==> src/rtl/gbn_pkg.sv <==
// ----------------------------------------------------------------------------
// gbn_pkg
// Shared types and codes of the Go-Back-N ARQ window block: register map,
// configuration bundle, result kinds and frame outcomes.
// ----------------------------------------------------------------------------
package gbn_pkg;

	// APB address width: three 32-bit registers at 0x0, 0x4, 0x8
	localparam int unsigned PADDR_W = 4;
	localparam int unsigned PDATA_W = 32;

	// register indexes (paddr[3:2])
	localparam logic [1:0] REG_FRAME_TOTAL = 2'd0;
	localparam logic [1:0] REG_WIN_LIMIT   = 2'd1;
	localparam logic [1:0] REG_TMO_LIMIT   = 2'd2;

	// register reset values
	localparam logic [15:0] FRAME_TOTAL_RST = 16'd5;
	localparam logic [3:0]  WIN_LIMIT_RST   = 4'd2;
	localparam logic [7:0]  TMO_LIMIT_RST   = 8'd3;

	// result kinds
	localparam logic KIND_FRAME   = 1'b0;
	localparam logic KIND_SUMMARY = 1'b1;

	// frame outcomes
	localparam logic [1:0] OC_ACCEPT  = 2'd0;
	localparam logic [1:0] OC_DISCARD = 2'd1;
	localparam logic [1:0] OC_LOST    = 2'd2;

	// configuration bundle from the register file to the core
	typedef struct packed {
		logic [15:0] frame_total;
		logic [3:0]  win_limit;
		logic [7:0]  tmo_limit;
	} cfg_t;

endpackage

==> src/rtl/gbn_cfg.sv <==
// ----------------------------------------------------------------------------
// gbn_cfg
// APB register file holding the frame total, window limit and timeout limit.
// Writes complete in the access phase; reads return the register value.
// ----------------------------------------------------------------------------
module gbn_cfg
	import gbn_pkg::*;
(
	input  logic               clk,
	input  logic               arst_n,
	input  logic               psel,
	input  logic               penable,
	input  logic               pwrite,
	input  logic [PADDR_W-1:0] paddr,
	input  logic [PDATA_W-1:0] pwdata,
	output logic [PDATA_W-1:0] prdata,
	output logic               pready,
	output cfg_t               cfg
);

	cfg_t       cfg_q;
	logic       wr_en;
	logic [1:0] reg_idx;

	assign pready  = 1'b1;
	assign reg_idx = paddr[3:2];
	assign wr_en   = psel && penable && pwrite;

	// write the addressed register, ignore unmapped slots
	always_ff @(posedge clk or negedge arst_n) begin
		if (!arst_n) begin
			cfg_q.frame_total <= FRAME_TOTAL_RST;
			cfg_q.win_limit   <= WIN_LIMIT_RST;
			cfg_q.tmo_limit   <= TMO_LIMIT_RST;
		end else if (wr_en) begin
			unique case (reg_idx)
				REG_FRAME_TOTAL: cfg_q.frame_total <= pwdata[15:0];
				REG_WIN_LIMIT:   cfg_q.win_limit   <= pwdata[3:0];
				REG_TMO_LIMIT:   cfg_q.tmo_limit   <= pwdata[7:0];
				default: ;
			endcase
		end
	end

	// read back
	always_comb begin
		unique case (reg_idx)
			REG_FRAME_TOTAL: prdata = {16'd0, cfg_q.frame_total};
			REG_WIN_LIMIT:   prdata = {28'd0, cfg_q.win_limit};
			REG_TMO_LIMIT:   prdata = {24'd0, cfg_q.tmo_limit};
			default:         prdata = '0;
		endcase
	end

	assign cfg = cfg_q;

endmodule

==> src/rtl/gbn_core.sv <==
// ----------------------------------------------------------------------------
// gbn_core
// Tick sequencer: sends one frame per cycle through the shared compare and
// increment step, slides the window, runs the timer, then emits one result
// per frame sent plus a closing summary through an output register.
// ----------------------------------------------------------------------------
module gbn_core
	import gbn_pkg::*;
#(
	parameter int unsigned MAX_WINDOW = 8
) (
	input  logic        clk,
	input  logic        arst_n,
	input  cfg_t        cfg,
	input  logic        in_valid,
	output logic        in_stall,
	input  logic [7:0]  deliver_mask,
	output logic        out_valid,
	input  logic        out_stall,
	output logic        kind,
	output logic [15:0] frame_seq,
	output logic [1:0]  outcome,
	output logic [15:0] window_base,
	output logic [15:0] next_to_send,
	output logic        timed_out,
	output logic        all_done,
	output logic        last
);

	localparam int unsigned CNT_W    = $clog2(MAX_WINDOW + 1);
	localparam int unsigned IDX_W    = (MAX_WINDOW > 1) ? $clog2(MAX_WINDOW) : 1;
	localparam int unsigned OC_DEPTH = 1 << IDX_W;

	typedef enum logic [4:0] {
		ST_IDLE = 5'b00001,
		ST_SEND = 5'b00010,
		ST_ACK  = 5'b00100,
		ST_TMR  = 5'b01000,
		ST_EMIT = 5'b10000
	} state_t;

	state_t           state_q;
	logic [15:0]      base_q;
	logic [15:0]      send_q;
	logic [15:0]      exp_q;
	logic             trun_q;
	logic [7:0]       tcnt_q;
	logic [15:0]      start_q;
	logic [CNT_W-1:0] nsent_q;
	logic [CNT_W-1:0] emit_q;
	logic [7:0]       mask_q;
	logic             tout_q;
	logic [1:0]       oc_q [OC_DEPTH];

	logic             out_valid_q;
	logic             kind_q;
	logic [15:0]      frame_seq_q;
	logic [1:0]       outcome_q;
	logic [15:0]      base_out_q;
	logic [15:0]      send_out_q;
	logic             tout_out_q;
	logic             done_out_q;
	logic             last_q;

	logic [CNT_W-1:0] win;
	logic             can_send;
	logic [1:0]       oc_new;
	logic             ack_slide;
	logic [15:0]      base_new;
	logic [7:0]       tinc;
	logic             load_out;
	logic             summ;
	logic             accept;

	// clamp the window to one..MAX_WINDOW
	always_comb begin
		if (cfg.win_limit == 4'd0) begin
			win = CNT_W'(1);
		end else if (32'(cfg.win_limit) > MAX_WINDOW) begin
			win = CNT_W'(MAX_WINDOW);
		end else begin
			win = CNT_W'(cfg.win_limit);
		end
	end

	// shared send step: window, total and base+window checks, outcome
	assign can_send = (nsent_q < win) && (send_q < cfg.frame_total) &&
		({1'b0, send_q} < ({1'b0, base_q} + 17'(win)));

	always_comb begin
		if (!mask_q[0]) begin
			oc_new = OC_LOST;
		end else if (send_q == exp_q) begin
			oc_new = OC_ACCEPT;
		end else begin
			oc_new = OC_DISCARD;
		end
	end

	// cumulative ACK and timer step
	assign ack_slide = (base_q < cfg.frame_total) && (base_q < exp_q);
	assign base_new  = (exp_q < cfg.frame_total) ? exp_q : cfg.frame_total;
	assign tinc      = tcnt_q + 8'd1;

	assign accept   = in_valid && !in_stall;
	assign in_stall = (state_q != ST_IDLE);
	assign load_out = (state_q == ST_EMIT) && (!out_valid_q || !out_stall);
	assign summ     = (emit_q == nsent_q);

	// sequencer and protocol state
	always_ff @(posedge clk or negedge arst_n) begin
		if (!arst_n) begin
			state_q     <= ST_IDLE;
			base_q      <= '0;
			send_q      <= '0;
			exp_q       <= '0;
			trun_q      <= 1'b0;
			tcnt_q      <= '0;
			start_q     <= '0;
			nsent_q     <= '0;
			emit_q      <= '0;
			mask_q      <= '0;
			tout_q      <= 1'b0;
			out_valid_q <= 1'b0;
		end else begin
			// drop the result once taken
			if (load_out) begin
				out_valid_q <= 1'b1;
			end else if (!out_stall) begin
				out_valid_q <= 1'b0;
			end

			unique case (state_q)
				ST_IDLE: begin
					if (accept) begin
						mask_q  <= deliver_mask;
						nsent_q <= '0;
						start_q <= send_q;
						tout_q  <= 1'b0;
						state_q <= ST_SEND;
					end
				end
				ST_SEND: begin
					if (can_send) begin
						if (oc_new == OC_ACCEPT) begin
							exp_q <= exp_q + 16'd1;
						end
						if (!trun_q) begin
							trun_q <= 1'b1;
							tcnt_q <= '0;
						end
						send_q  <= send_q + 16'd1;
						mask_q  <= {1'b0, mask_q[7:1]};
						nsent_q <= nsent_q + CNT_W'(1);
					end else begin
						state_q <= ST_ACK;
					end
				end
				ST_ACK: begin
					if (ack_slide) begin
						base_q <= base_new;
						trun_q <= (base_new != send_q);
						tcnt_q <= '0;
					end
					state_q <= ST_TMR;
				end
				ST_TMR: begin
					if (trun_q) begin
						if (tinc >= cfg.tmo_limit) begin
							tout_q <= 1'b1;
							send_q <= base_q;
							tcnt_q <= '0;
						end else begin
							tcnt_q <= tinc;
						end
					end
					emit_q  <= '0;
					state_q <= ST_EMIT;
				end
				ST_EMIT: begin
					if (load_out) begin
						if (summ) begin
							state_q <= ST_IDLE;
						end else begin
							emit_q <= emit_q + CNT_W'(1);
						end
					end
				end
				default: state_q <= ST_IDLE;
			endcase
		end
	end

	// record each frame's outcome
	always_ff @(posedge clk) begin
		if (state_q == ST_SEND && can_send) begin
			oc_q[nsent_q[IDX_W-1:0]] <= oc_new;
		end
	end

	// load the output register
	always_ff @(posedge clk) begin
		if (load_out) begin
			kind_q      <= summ ? KIND_SUMMARY : KIND_FRAME;
			frame_seq_q <= summ ? 16'd0 : (start_q + 16'(emit_q));
			outcome_q   <= summ ? OC_ACCEPT : oc_q[emit_q[IDX_W-1:0]];
			base_out_q  <= base_q;
			send_out_q  <= send_q;
			tout_out_q  <= tout_q;
			done_out_q  <= (base_q >= cfg.frame_total);
			last_q      <= summ;
		end
	end

	assign out_valid    = out_valid_q;
	assign kind         = kind_q;
	assign frame_seq    = frame_seq_q;
	assign outcome      = outcome_q;
	assign window_base  = base_out_q;
	assign next_to_send = send_out_q;
	assign timed_out    = tout_out_q;
	assign all_done     = done_out_q;
	assign last         = last_q;

endmodule

==> src/rtl/go_back_n_arq_window_top.sv <==
// Timing: an accepted item holds in_stall high through the send, ack, timer and emit
// states; in emit, results are loaded one per cycle while the output is not stalled.
// The next item is taken only once the summary of the last one is loaded, so items do
// not overlap; the send step moves one frame per cycle, and output stall holds emit.
// Reset: arst_n clears sequence numbers, timer and output valid, and loads the
// registers with frame total 5, window limit 2, timeout limit 3.
// ----------------------------------------------------------------------------
// go_back_n_arq_window_top
// Go-Back-N sender with an in-order receiver, advanced one tick per item, with
// an APB register port for the transfer length, window and timeout.
// ----------------------------------------------------------------------------
module go_back_n_arq_window_top
	import gbn_pkg::*;
#(
	parameter int unsigned MAX_WINDOW = 8
) (
	input  logic               clk,
	input  logic               arst_n,
	input  logic               psel,
	input  logic               penable,
	input  logic               pwrite,
	input  logic [PADDR_W-1:0] paddr,
	input  logic [PDATA_W-1:0] pwdata,
	output logic [PDATA_W-1:0] prdata,
	output logic               pready,
	input  logic               in_valid,
	output logic               in_stall,
	input  logic [7:0]         deliver_mask,
	output logic               out_valid,
	input  logic               out_stall,
	output logic               kind,
	output logic [15:0]        frame_seq,
	output logic [1:0]         outcome,
	output logic [15:0]        window_base,
	output logic [15:0]        next_to_send,
	output logic               timed_out,
	output logic               all_done,
	output logic               last
);

	cfg_t cfg;

	gbn_cfg u_cfg (
		.clk     (clk),
		.arst_n  (arst_n),
		.psel    (psel),
		.penable (penable),
		.pwrite  (pwrite),
		.paddr   (paddr),
		.pwdata  (pwdata),
		.prdata  (prdata),
		.pready  (pready),
		.cfg     (cfg)
	);

	gbn_core #(
		.MAX_WINDOW (MAX_WINDOW)
	) u_core (
		.clk          (clk),
		.arst_n       (arst_n),
		.cfg          (cfg),
		.in_valid     (in_valid),
		.in_stall     (in_stall),
		.deliver_mask (deliver_mask),
		.out_valid    (out_valid),
		.out_stall    (out_stall),
		.kind         (kind),
		.frame_seq    (frame_seq),
		.outcome      (outcome),
		.window_base  (window_base),
		.next_to_send (next_to_send),
		.timed_out    (timed_out),
		.all_done     (all_done),
		.last         (last)
	);

	// an accepted item raises in_stall and blocks the next one
	a_busy_after_accept: assert property (@(posedge clk) disable iff (!arst_n)
		in_valid && !in_stall |=> in_stall)
		else $error("input not stalled after item accept");

	// the closing result is always a summary
	a_last_is_summary: assert property (@(posedge clk) disable iff (!arst_n)
		out_valid && last |-> kind == KIND_SUMMARY)
		else $error("last result is not a summary");

	// frame reports carry a defined outcome; summaries carry accept and frame_seq zero
	a_outcome_code: assert property (@(posedge clk) disable iff (!arst_n)
		out_valid |-> (kind == KIND_FRAME && outcome <= OC_LOST) ||
			(kind == KIND_SUMMARY && outcome == OC_ACCEPT && frame_seq == 16'd0))
		else $error("bad outcome code on result");

endmodule

==> config.mk <==
export PLATFORM = sky130hd
export DESIGN_NAME = go_back_n_arq_window_top
export DESIGN_NICKNAME = d
export VERILOG_FILES = /design/src/rtl/gbn_pkg.sv /design/src/rtl/gbn_cfg.sv /design/src/rtl/gbn_core.sv /design/src/rtl/go_back_n_arq_window_top.sv
export SDC_FILE = /design/constraint.sdc
export NUM_CORES = 1
export LEC_CHECK = 0
export BUFFER_PORTS_ARGS = -buffer_cell sky130_fd_sc_hd__buf_4
export CAP_MARGIN = 10
export CORE_MARGIN = 2
export CORE_UTILIZATION = 23
export CTS_CLUSTER_SIZE = 30
export DETAILED_ROUTE_END_ITERATION = 12
export HOLD_SLACK_MARGIN = 0.08
export PLACE_DENSITY = 0.49
export SYNTH_ARGS = -nofsm -noshare
export SYNTH_HDL_FRONTEND = slang
export SYNTH_SLANG_ARGS = --single-unit
==> constraint.sdc <==
create_clock -name clk -period 9.8 [get_ports clk]
set_input_delay 0.49 -clock clk [delete_from_list [all_inputs] [get_ports clk]]
set_output_delay 0.49 -clock clk [all_outputs]
set_load 0.005 [all_outputs]
Word-level counts from Yosys, hierarchy flattened:

Memory sizes are Yosys's and may differ from the RTL's. A register that Yosys moved wholly into a read port is not among the register bits.
Index checks and enable logic that the tools add are counted.

* register bits after elaboration: 176
* memories: 1
* word-level logic and storage cells: 137
* output and inout bits: 89
* bits in writable memories: 16
* input bits: 51

Memories
* u_core.oc_q: depth 8, width 2, read ports 1, clocked after Yosys merged registers in 1, wr ports 1, line gbn_core.sv:53 `logic [1:0] oc_q [OC_DEPTH];`

* eq/ne operators: 22
* $add $sub $neg: 7
* reductions and logical operators: 34
* order comparisons: 9
* mux-type cells: 42

Operator list (count)
* 16-bit < comparator: 4
* 16-bit two-way mux: 4
* 8-bit two-way mux: 7
* 16-bit case mux with 3 select lines: 1
* 16-bit by 1-bit adder with 16-bit output, second input constant: 2
* 16-bit case mux with 2 select lines: 1
* 5-bit case mux with 5 select lines: 1
* 4-bit two-way mux: 6
* 8-bit case mux with 3 select lines: 1
* 5-bit two-way mux: 4
* 16-bit by 4-bit adder with 17-bit output: 1
* 16-bit by 17-bit < comparator with 1-bit output: 1
* 16-bit by 4-bit adder with 16-bit output: 1
* 16-bit equality test: 1
* 16-bit greater-or-equal comparator: 1
* 16-bit != test: 1
* 2-bit by 1-bit != test with 1-bit output, second input constant: 8
* 4-bit case mux with 2 select lines: 2
* 8-bit case mux with 2 select lines: 1
* 3-bit AND reduction: 4
* 4-bit AND reduction: 3
* 1-bit two-way mux: 11
* 2-bit AND reduction: 5
* 2-bit nonzero test: 5
* 24 further kinds: 38

Longest topological paths before layout:

Gate-level depths: netlist of the first run.

* depth in word-level cells: 9
* mapped depth: 21
* gate-level depth less buffers: 19

Modules after synthesis:

From an unflattened synthesis of the first run, not the netlist that was laid out.

* cell total of the unflattened synthesis: 1105
* area total of the unflattened synthesis: 11596.1 um2

Modules (own cells, without submodules)
* gbn_core: times used 1, cells each 993, area an instance 10174.8 um2, sequential area each 4475.5 um2
* gbn_cfg: times used 1, cells each 112, area an instance 1421.4 um2, sequential area each 706.9 um2

Least setup slack after synthesis of the first run:

Ideal clock, no wire load.

* path type: register -> register
* from: register u_core.state_q[3]
* to: register u_core.emit_q[3]
* path buffers: 0
* period minus slack after synthesis: 4.286 ns
* slack: 5.514 ns
* required time: 9.668 ns
* stages on the path, launching flop included: 8
* library setup time: 0.132 ns
* data arrival time: 4.155 ns
* cells stage by stage: dfrtp_1 > nor2_1 > nand3_1 > a21oi_1 > nor2b_1 > nand4_1 > xor2_1 > nor2_1

* cells in the longest elaborated chain, start to end: 4
* elaborated cells between the ends (all ways): 8
* those cells by class: 4 x eq/ne; 1 x mux; 3 x reduce/logical

RTL lines
* start: declaration: line gbn_core.sv:42 `state_t state_q;`
* start signal: assignment: line gbn_core.sv:113 `state_q <= ST_IDLE;`
* start signal: assignment: line gbn_core.sv:140 `state_q <= ST_SEND;`
* start signal: assignment: line gbn_core.sv:156 `state_q <= ST_ACK;`
* 5-bit equality test: line gbn_core.sv:107 `assign load_out = (state_q == ST_EMIT) && (!out_valid_q || !out_stall);`
* 1-bit logical AND: line gbn_core.sv:107
* net u_core.load_out: line gbn_core.sv:71 `logic load_out;`
* 2-bit by 1-bit != test with 1-bit output (no line)
* 3-bit AND reduction (no line)
* end signal: assignment: line gbn_core.sv:185 `emit_q <= emit_q + CNT_W'(1);`
* end: declaration: line gbn_core.sv:50 `logic [CNT_W-1:0] emit_q;`

The timed path passes the listed nets, and every way through them passes these cells.
A chain may end at the register's enable or synchronous reset.

Worst setup path after layout of the first run:

* from: register u_cfg.cfg_q (netlist bit u_cfg.cfg[11])
* to: register u_core.send_q[14]

* cells in the longest elaborated chain, start to end: 8
* elaborated cells between the ends (all ways): 11
* those cells by class: 1 x add/sub; 3 x order compare; 1 x eq/ne; 2 x mux; 4 x reduce/logical

RTL lines
* start: declaration: line gbn_cfg.sv:21 `cfg_t cfg_q;`
* 4-bit > comparator: line gbn_core.sv:79 `end else if (32'(cfg.win_limit) > MAX_WINDOW) begin`
* 4-bit two-way mux: line gbn_core.sv:79
* 4-bit two-way mux (*): line gbn_core.sv:77 `if (cfg.win_limit == 4'd0) begin`
* 16-bit by 4-bit adder with 17-bit output or 4-bit < comparator (tied branches): line gbn_core.sv:88, gbn_core.sv:87
* 16-bit by 17-bit < comparator with 1-bit output or 1-bit logical AND (tied branches): line gbn_core.sv:88, gbn_core.sv:87
* 1-bit logical AND (*): line gbn_core.sv:87 `assign can_send = (nsent_q < win) && (send_q < cfg.frame_total) &&`
* 2-bit by 1-bit != test with 1-bit output (no line) (*)
* 4-bit AND reduction (no line) (*)
* end signal: assignment: line gbn_core.sv:152 `send_q <= send_q + 16'd1;`
* end signal: assignment: line gbn_core.sv:171 `send_q <= base_q;`
* end: declaration: line gbn_core.sv:44 `logic [15:0] send_q;`

Mark *: on every way between the ends. The rest lies on a longest branch, timed or not.

==> results of run 1 <==
[Yosys cell counts, drive strengths merged, types with 4 or more instances]
cell and count:
nand2 125, dfrtp 118, ha 100, o21ai 83, nor2 72, edfxtp 69, inv 68, a21oi 47
xnor2 43, clkbuf 42, xor2 35, nand3 33, mux2 26, nor3 26, buf 25, nand4 23
a31oi 21, nor2b 20, mux2i 19, a21o 16, nor4 12, a211oi 10, and3 10, o22ai 8
o211ai 7, dfstp 6, o21a 6, nand2b 5, or3 5, a31o 4, and2 4, mux4 4
nor3b 4, o221ai 4
[kinds of logic after synthesis]
family / Yosys count
DFF: 193
other: 2
AOI/OAI and AO/OA: 231
buffers and inverters: 135
xor gates and xnor gates: 78
muxes: 49
and+or+nand+nor: 350
adders and majority gates: 102
[worst max-delay path by stage]
stage,start,to,slack [ns],cells after the start
2_1_floorplan,u_core.state_q[3],u_core.emit_q[3],5.51,7
3_3_place_gp,u_cfg.cfg[9],u_core.send_q[14],4.25,18
3_5_place_dp,u_cfg.cfg[9],u_core.send_q[12],4.23,18
4_1_cts,u_cfg.cfg[9],u_core.send_q[12],4.19,18
5_1_grt,u_cfg.cfg[11],u_core.send_q[14],3.73,19
6_report,u_cfg.cfg[11],u_core.send_q[14],4.13,18
[registers in the layout, indices dropped and copies added, names as in the netlist, 4 cells and up]
register	cells
u_core.emit_q	4
u_core.frame_seq	16
u_core.send_q	16
u_core.base_q	16
u_core.oc_q	16
u_core.exp_q	16
u_core.nsent_q	4
u_core.mask_q	8
u_core.state_q	5
u_core.tcnt_q	8
u_core.window_base	16
u_core.start_q	16
u_cfg.cfg	28
u_core.next_to_send	16
[metal layers]
layer,routed length (um),share of wire
met5,0,0
met2,14200,0.43
met1,16800,0.50
met3,1720,0.052
met4,568,0.017
[through the flow]
stage	utilization	setup WS, ns
6_report	0.275	4.13
5_1_grt	0.275	3.73
3_5_place_dp	0.263	4.23
2_1_floorplan	-	5.51
3_3_place_gp	0.263	4.25
4_1_cts	0.275	4.19
[worst register-to-register path, delay by kind of cell (launching register included)]
kind / cells / cell delay, ns
compound gates: 10 / 2.82
simple gates: 3 / 0.95
fa+ha+maj: 3 / 0.92
flops: 1 / 0.47
buf+inv: 1 / 0.19
xor+xnor: 1 / 0.17
[power by group]
| part | leakage, nW | switching, mW | internal [mW] |
|---|---|---|---|
| Sequential | 2.25 | 0.176 | 0.971 |
| Clock | 0.287 | 0.349 | 0.368 |
| Combinational | 3.26 | 0.526 | 0.337 |
| Total | 5.80 | 1.05 | 1.68 |
[final cells by class]
| cell class | count | area share |
|---|---|---|
| Clock inverter | 13 | 0.0112 |
| Tap cell | 664 | 0.0617 |
| Timing Repair Buffer | 117 | 0.0652 |
| Clock buffer | 19 | 0.0329 |
| Multi-Input combinational cell | 827 | 0.425 |
| Sequential cell | 193 | 0.385 |
| Inverter | 68 | 0.0189 |
==> qor.csv, run 1 <==
stage;metric;value;unit
cells_and_area;share of layout cells above drive strength 1;0.159;
yosys;asr flop ratio synth;0.642;
placed_design;dpl cells;1869;
yosys;Synth area leaders;dfrtp_1, edfxtp_1, ha_1, nand2_1, o21ai_0;
worst_setup_path;CP bufs+invs;1;
yosys;number of synthesized register bits;193;
yosys;cell taking the most area after synthesis;dfrtp_1;
worst_setup_path;Critical Path, Cell by Cell;inv_1 > o21a_1 > ha_1 > fa_1 > a21o_1 > a21oi_1 > nor2_1 > nand4_1 > xor2_1 > ha_1 > a31o_2 > a221oi_1 > o21ai_0 > o41ai_1 > o311ai_1 > a21oi_2 > and2_1 > a21boi_0;
power;Static Leak;5.80;nW
drt;drt total wl;33300;um
global_route;met1 usage;0.200;
yosys;largest family of logic cells by synthesized area;simple AND/OR/NAND/NOR gates;
drt;vias after detailed routing;8736;
power;VDD IR max;0.000114;V
status;status;finished clean;
worst_setup_path;Critical Path Max Stage Delay;0.79;ns
worst_setup_path;r2r startpoint;u_cfg.cfg[11];
clocking;clk buf depth;2;
worst_setup_path;CP Max Fanout;18;
worst_setup_path;Crit Path Class;flip-flop to flip-flop;
worst_setup_path;startpoint types;flip-flop;
placed_design;PortBufs;104;
yosys;fraction of the mapped netlist area in adder cells;0.113;
floorplan;top-level I/O count;140;
cells_and_area;storage element area;5180;sq um
floorplan;Site Rows;81;
timing;min Tclk post-route;5.67;ns
cells_and_area;net count reported at finish;1377;
global_route;first-pass GRT wire length;51100;um
yosys;Synth cell types;66;
clocking;Max H-tree Level;4;
clocking;Skew-Pair Late Insertion Delay;0.47;ns
floorplan;Core Region;49000;sq um
worst_setup_path;reg2reg path depth;18;
timing;setup violators final;0;
yosys;simple-gate share of the synthesized area;0.145;
placed_design;placed instance area;12900;sq um
yosys;Syn Area/Cell;10.0;sq um
power;Power Total;2.73;mW
clocking;CTS buffer count;17;
worst_setup_path;flop2flop setup slack;4.13;ns
clocking;Hold Buf Count CTS;0;
drt;Post-route DRC;0;
drt;Vias/cell;4.60;
timing;Max Clk Rate;176;MHz
yosys;sequential fraction of the synthesis area;0.454;
global_route;met2 Track Usage GR;0.190;
drt;Pre-Repair DR Iteration Count;7;
cells_and_area;most frequent cells in the layout;nand2_1, dfrtp_1, buf_4, ha_1, o21ai_0;
yosys;number of synthesized flops with an enable pin;69;
worst_setup_path;CP required;10.11;ns
yosys;Mapped Cells;1140;
cells_and_area;area growth from synthesis to layout;18.1;%
worst_hold_path;Hold Path Class;input pin to asynchronous set/reset pin;
global_route;Tot GR Track Use;0.133;
yosys;Synth Flop Type;dfrtp_1;
clocking;Reg clk slew, reported paths;0.08;ns
cells_and_area;fin area;13500;sq um
timing;Fin. Hold Viols;0;
floorplan;Die Span Y;227;um
cells_and_area;area used by multi-input combinational logic;5730;sq um
floorplan;Initial Util;0.233;
placed_design;routability cong.;0.866;
power;pwr/cell area;202;nW/um^2
global_route;initial antenna violation count;0;
timing;setup TNS;0;ns
flow_run;MaxCap Viol Count;0;
worst_setup_path;CP endpoint kind;flip-flop;
timing;Slew HR;0.341;
timing;final hold slack;0.120;ns
global_route;grt met3 use;0.0264;
drt;drt first-iter violations;653;
clocking;post-CTS resize count;0;
yosys;xor/xnor share of the synthesized area;0.0599;
yosys;yosys warns;0;
timing;Slew @ Worst Pin;0.974;ns
yosys;mux cell area share after synthesis;0.0513;
worst_setup_path;most used cell, CP;ha_1;
cells_and_area;final std cells w/o fill;1901;
clocking;CTS Root Cell;clkbuf_16;
worst_setup_path;Top Family by Delay on Critical Path;compound AO/OA/AOI/OAI gates;
drt;final routed wire length divided by cell count;17.5;um
clocking;CTS sink cnt;193;
yosys;Compound-Gate Fraction of Synth Area;0.124;
timing;unrepaired setup endpoints after global routing;no;
cells_and_area;n_diodes;0;
global_route;grt ovf;0;
cells_and_area;# fillers;5170;
placed_design;post-DP HPWL;25300;um
global_route;via count of the first global-routing pass;8408;
floorplan;Die ar.;51400;sq um
timing;fin. max-slew vios;0;
clocking;postcts setup bufs;0;
yosys;proportion of netlist area held by the largest area contributor;0.259;
timing;Worst Clk Skew;0.0171;ns
worst_setup_path;slowest CP cell;a21oi_2;
timing;Tcrit/Tclk final;0.578;
worst_setup_path;worst endpoint data arrival time;5.98;ns
floorplan;Die X-Extent;227;um
cells_and_area;commonest non-fill, non-tap cell in the layout;nand2_1;
drt;Routed Antenna Nets;0;
global_route;Top Usage Layer GRT;met1;
yosys;Post-Syn Area;11400;sq um
clocking;CTS tree;yes;
global_route;pin count of the biggest net entering global routing;64;
worst_setup_path;RR Endpoint;u_core.send_q[14];
Power figures use the tool's default switching activity.
==> run 2, diff against run 1 <==
clock period = 5.84 ns   (was 9.8 ns; I/O delays follow)
==> qor.csv, run 2 (same netlist as run 1, synthesis figures left out) <==
stage;metric;value;unit
worst_hold_path;Hold EP;u_core.mask_q[1];
timing;unrepaired setup endpoints after global routing;no;
timing;Fin. Hold Viols;0;
power;Clock power frac;0.263;
timing;setup violators final;0;
cells_and_area;commonest non-fill, non-tap cell in the layout;nand2_1;
global_route;via count of the first global-routing pass;8652;
drt;vias after detailed routing;8799;
placed_design;PortBufs;104;
timing;Slew @ Worst Pin;0.962;ns
cells_and_area;area used by multi-input combinational logic;5730;sq um
timing;final hold slack;0.108;ns
drt;Vias/cell;4.56;
drt;met3 routed WL;1360;um
clocking;Max H-tree Level;4;
floorplan;Initial Util;0.233;
worst_hold_path;hold depth;3;
cells_and_area;storage element area;5180;sq um
timing;min Tclk post-route;4.91;ns
global_route;Tot GR Track Use;0.134;
power;P_sw;1.77;mW
timing;Tcrit/Tclk final;0.840;
global_route;pin count of the biggest net entering global routing;67;
drt;Highest Signal Layer;met4;
power;Sw Ratio;0.385;
power;sequential power share;0.417;
timing;Worst Clk Skew;0.0140;ns
clocking;postcts setup bufs;0;
clocking;clk buf depth;2;
cells_and_area;fin area;13700;sq um
global_route;initial antenna violation count;0;
drt;metal2 WL;14400;um
clocking;CTS Root Cell;clkbuf_16;
worst_setup_path;startpoint types;flip-flop;
drt;Pre-Repair DR Iteration Count;5;
worst_setup_path;RR Endpoint;u_core.send_q[6];
worst_setup_path;r2r startpoint;u_cfg.cfg[11];
timing;Slew HR;0.349;
drt;Post-route DRC;0;
power;Pint;2.83;mW
cells_and_area;area growth from synthesis to layout;20.4;%
status;status;finished clean;
floorplan;top-level I/O count;140;
power;Static Leak;5.91;nW
cells_and_area;net count reported at finish;1404;
drt;Routed Antenna Nets;0;
global_route;grt ovf;0;
drt;drt total wl;33300;um
power;Gate power share;0.319;
worst_setup_path;reg2reg path depth;19;
cells_and_area;max reg flops;28;
clocking;post-CTS resize count;0;
placed_design;placed instance area;12900;sq um
worst_setup_path;CP endpoint kind;flip-flop;
worst_hold_path;Hold Path Class;input pin to flip-flop;
drt;drt first-iter violations;615;
power;pwr/cell area;335;nW/um^2
floorplan;Core Region;49000;sq um
flow_run;MaxCap Viol Count;0;
worst_setup_path;CP required;6.19;ns
drt;final routed wire length divided by cell count;17.3;um
cells_and_area;share of layout cells above drive strength 1;0.160;
worst_setup_path;worst endpoint data arrival time;5.26;ns
global_route;first-pass GRT wire length;51500;um
worst_hold_path;worst hold start;deliver_mask[1];
placed_design;post-DP HPWL;25200;um
cells_and_area;most frequent cells in the layout;nand2_1, buf_4, dfrtp_1, ha_1, o21ai_0;
clocking;CTS tree;yes;
timing;Max Clk Rate;204;MHz
cells_and_area;# fillers;5191;
timing;setup TNS;0;ns
floorplan;Site Rows;81;
worst_setup_path;Crit Path Class;flip-flop to flip-flop;
floorplan;Die ar.;51400;sq um
clocking;Skew-Pair Late Insertion Delay;0.46;ns
clocking;Hold Buf Count CTS;23;
worst_setup_path;flop2flop setup slack;0.93;ns
timing;fin. max-slew vios;0;
clocking;Reg clk slew, reported paths;0.08;ns
drt;Routed met1 length;17100;um
placed_design;routability cong.;0.854;
worst_setup_path;CP Max Fanout;15;
clocking;CTS buffer count;17;
power;VDD IR max;0.000166;V
clocking;CTS sink cnt;193;
floorplan;Die Span Y;227;um
cells_and_area;n_diodes;0;
floorplan;Die X-Extent;227;um
-- run 2: cell count changes in the layout (fill, tap and decap cells not counted), sizes merged --
cell         previous run  this run
buf                   117       121
clkinvlp                1         2
inv                    73        75
dlygate4sd3             0        23
clkbuf                 19        18
clkinv                  6         4
-- run 2: worst max-delay path by stage --
stage / startpoint / end / slack [ns] / depth (start not counted)
2_1_floorplan: u_core.state_q[3] / u_core.emit_q[3] / 1.55 / 7
5_1_grt: u_cfg.cfg[9] / u_core.exp_q[4] / 0.52 / 19
3_5_place_dp: u_cfg.cfg[9] / u_core.exp_q[4] / 1.00 / 19
4_1_cts: u_cfg.cfg[9] / u_core.exp_q[4] / 0.95 / 19
6_report: u_cfg.cfg[11] / u_core.send_q[6] / 0.93 / 19
3_3_place_gp: u_cfg.cfg[9] / u_core.exp_q[4] / 1.0 / 19
-- run 2: layout make-up --
| class | count | area share |
|---|---|---|
| repair buffers | 144 | 0.0829 |
| clock inverters | 14 | 0.0123 |
| well taps | 664 | 0.0605 |
| inverters | 68 | 0.0186 |
| clock buffers | 18 | 0.0312 |
| multi-input cells | 827 | 0.417 |
| flip-flops and latches | 193 | 0.377 |
-- run 2: layer usage --
metal	vias up	global-route usage
li1	4265	-
met1	4299	0.200
met2	205	0.197
met3	30	0.0205
met4	0	0.0369
met5	-	0
-- run 2: critical path, stage by stage, from the launching register on --
cell      delay [ns]
dfrtp_1         0.45
inv_1           0.23
o21a_1          0.24
ha_1            0.21
fa_1            0.22
a21o_1          0.12
a21oi_1         0.06
buf_4           0.15
nor2_1          0.26
nand4_1         0.15
xor2_1          0.18
ha_1            0.31
a31o_2          0.15
a221oi_1        0.06
o21ai_0         0.20
o41ai_1         0.13
o311ai_1        0.80
a21oi_2         0.16
and2_1          0.41
a22o_1          0.29
-- run 2: power by group through the flow --
| stage | clock, mW | sequential (mW) | combinational [mW] |
|---|---|---|---|
| floorplan | 0 | 1.79 | 1.04 |
| CTS | 1.26 | 1.92 | 1.48 |
| finish | 1.21 | 1.92 | 1.47 |
| global placement | 0 | 1.95 | 1.44 |
| detailed placement | 0 | 1.95 | 1.46 |
| global route | 1.31 | 1.96 | 1.67 |
-- run 2: stage by stage --
step                      power, mW  setup slack, ns  instances  utilization
after floorplan                2.83             1.55       1155            -
after global placement         3.39            0.997       1873        0.264
after detailed placement       3.41             1.00       1873        0.264
after CTS                      4.66            0.950       1928        0.281
after global routing           4.94            0.516       1928        0.281
final                          4.60            0.934       1928        0.281
==> run 3, diff against run 2 <==
PLACE_DENSITY = 0.5   (was 0.49)
clock period = 3.95 ns   (was 5.84 ns; I/O delays follow)
==> qor.csv, run 3 (same netlist as run 1, synthesis figures left out) <==
stage;metric;value;unit
status;status;complete, but fails checks;
status;failing checks;setup timing;
timing;post-route setup slack;-0.187;ns
worst_setup_path;critical path launch point;u_cfg.cfg[9];
drt;Pre-Repair DR Iteration Count;4;
power;pwr/cell area;515;nW/um^2
floorplan;Die ar.;51400;sq um
timing;Max Clk Rate;242;MHz
cells_and_area;Final Util;0.300;
worst_setup_path;worst endpoint data arrival time;4.49;ns
worst_hold_path;worst hold start;penable;
clocking;Reg clk slew, reported paths;0.08;ns
drt;Routed Antenna Nets;0;
worst_setup_path;r2r startpoint;u_cfg.cfg[9];
timing;final hold slack;0.302;ns
drt;drt total wl;35100;um
timing;Slew @ Worst Pin;1.21;ns
timing;Tcrit/Tclk final;1.05;
timing;setup TNS;-7.70;ns
global_route;Tot GR Track Use;0.141;
floorplan;Initial Util;0.233;
placed_design;dpl cells;1938;
timing;unrepaired setup endpoints after global routing;yes;
drt;vias after detailed routing;9164;
cells_and_area;final std cells w/o fill;2007;
worst_setup_path;CP Max Fanout;4;
cells_and_area;most frequent cells in the layout;buf_4, nand2_1, dfrtp_1, ha_1, o21ai_0;
worst_setup_path;reg2reg path depth;20;
clocking;Skew-Pair Late Insertion Delay;0.47;ns
global_route;pin count of the biggest net entering global routing;71;
timing;Fin. Hold Viols;0;
drt;metal2 WL;15100;um
worst_setup_path;flop2flop setup slack;-0.19;ns
clocking;Max H-tree Level;4;
clocking;CTS sink cnt;193;
cells_and_area;net count reported at finish;1483;
floorplan;top-level I/O count;140;
global_route;via count of the first global-routing pass;9015;
placed_design;post-DP HPWL;27000;um
drt;Highest Signal Layer;met4;
worst_setup_path;end of the critical path;u_core.exp_q[2];
global_route;initial antenna violation count;1;
floorplan;Core Region;49000;sq um
clocking;CTS Root Cell;clkbuf_16;
timing;Worst Clk Skew;0.0160;ns
clocking;CTS tree;yes;
worst_setup_path;CP endpoint kind;flip-flop;
placed_design;routability cong.;0.904;
clocking;clk buf depth;2;
drt;Routed met1 length;17600;um
drt;Vias/cell;4.57;
power;VDD IR max;0.000267;V
worst_setup_path;startpoint types;flip-flop;
cells_and_area;commonest non-fill, non-tap cell in the layout;buf_4;
worst_setup_path;Crit Path Class;flip-flop to flip-flop;
drt;final routed wire length divided by cell count;17.5;um
global_route;first-pass GRT wire length;54300;um
cells_and_area;n_diodes;0;
clocking;CTS buffer count;17;
drt;met3 routed WL;1940;um
worst_setup_path;RR Endpoint;u_core.exp_q[2];
timing;fin. max-slew vios;0;
worst_hold_path;Hold Path Class;input pin to flip-flop;
worst_hold_path;hold depth;4;
cells_and_area;area growth from synthesis to layout;28.6;%
floorplan;Site Rows;81;
global_route;grt ovf;0;
drt;drt first-iter violations;507;
cells_and_area;share of layout cells above drive strength 1;0.232;
timing;Slew HR;0.196;
power;Static Leak;6.39;nW
placed_design;PortBufs;104;
cells_and_area;max reg flops;28;
floorplan;Die Span Y;227;um
timing;setup violators final;68;
floorplan;Die X-Extent;227;um
power;Power Total;7.56;mW
drt;Post-route DRC;0;
worst_setup_path;CP required;4.30;ns
flow_run;MaxCap Viol Count;0;
timing;min Tclk post-route;4.14;ns
[run 3: through the flow]
stage	area [sq um]	worst slack, ns
after global placement	13500	-0.231
after CTS	14500	-0.208
after floorplan	11500	-0.0153
final	14700	-0.187
after detailed placement	13500	-0.280
after global routing	14700	-0.382
[run 3: what timing repair did]
action                                  CTS  global route
endpoints found under the hold margin   101             0
hold buffers                             27             0
endpoints found under the setup margin   67            70
gates cloned                              3             1
buffers inserted                          1             5
pin swaps                                13            11
gates resized for setup                  43            18
[run 3: layer usage]
| layer | vias up | track usage |
|---|---|---|
| met5 | - | 0 |
| met4 | 0 | 0.0378 |
| met3 | 32 | 0.0254 |
| met2 | 253 | 0.207 |
| met1 | 4442 | 0.209 |
| li1 | 4437 | - |
[run 3: final cells by class]
class / instances / area [sq um]
Clock buffer: 18 / 439
Clock inverter: 14 / 165
Fill cell: 5143 / 34300
Inverter: 68 / 255
Multi-Input combinational cell: 827 / 6010
Sequential cell: 193 / 5180
Tap cell: 664 / 831
Timing Repair Buffer: 223 / 1800
[run 3: how the worst min path moves through the flow]
stage | end
after global routing | u_cfg.cfg[11]
final | u_cfg.cfg[11]
after global placement | u_core.state_q[0]
after floorplan | u_cfg.cfg[10]
after detailed placement | u_core.state_q[0]
after CTS | u_cfg.cfg[11]
[run 3: power breakdown]
part	leakage, nW	switching [mW]	internal, mW
Combinational	3.85	1.63	1.33
Sequential	2.25	0.382	2.41
Clock	0.293	0.892	0.923
[run 3: worst max-delay path, stage by stage, from the launching register on]
cell and delay [ns]:
dfstp_2 0.53, nor2_1 0.04, o21a_1 0.20, ha_2 0.20
fa_2 0.34, a21o_1 0.19, a21oi_4 0.17, buf_4 0.14
xor2_1 0.14, ha_1 0.25, a21o_1 0.18, a211oi_1 0.22
o21ai_0 0.17, a31oi_2 0.31, o311ai_4 0.15, buf_6 0.19
nor3_2 0.15, buf_4 0.15, buf_4 0.10, nand2_1 0.05
xnor2_1 0.13
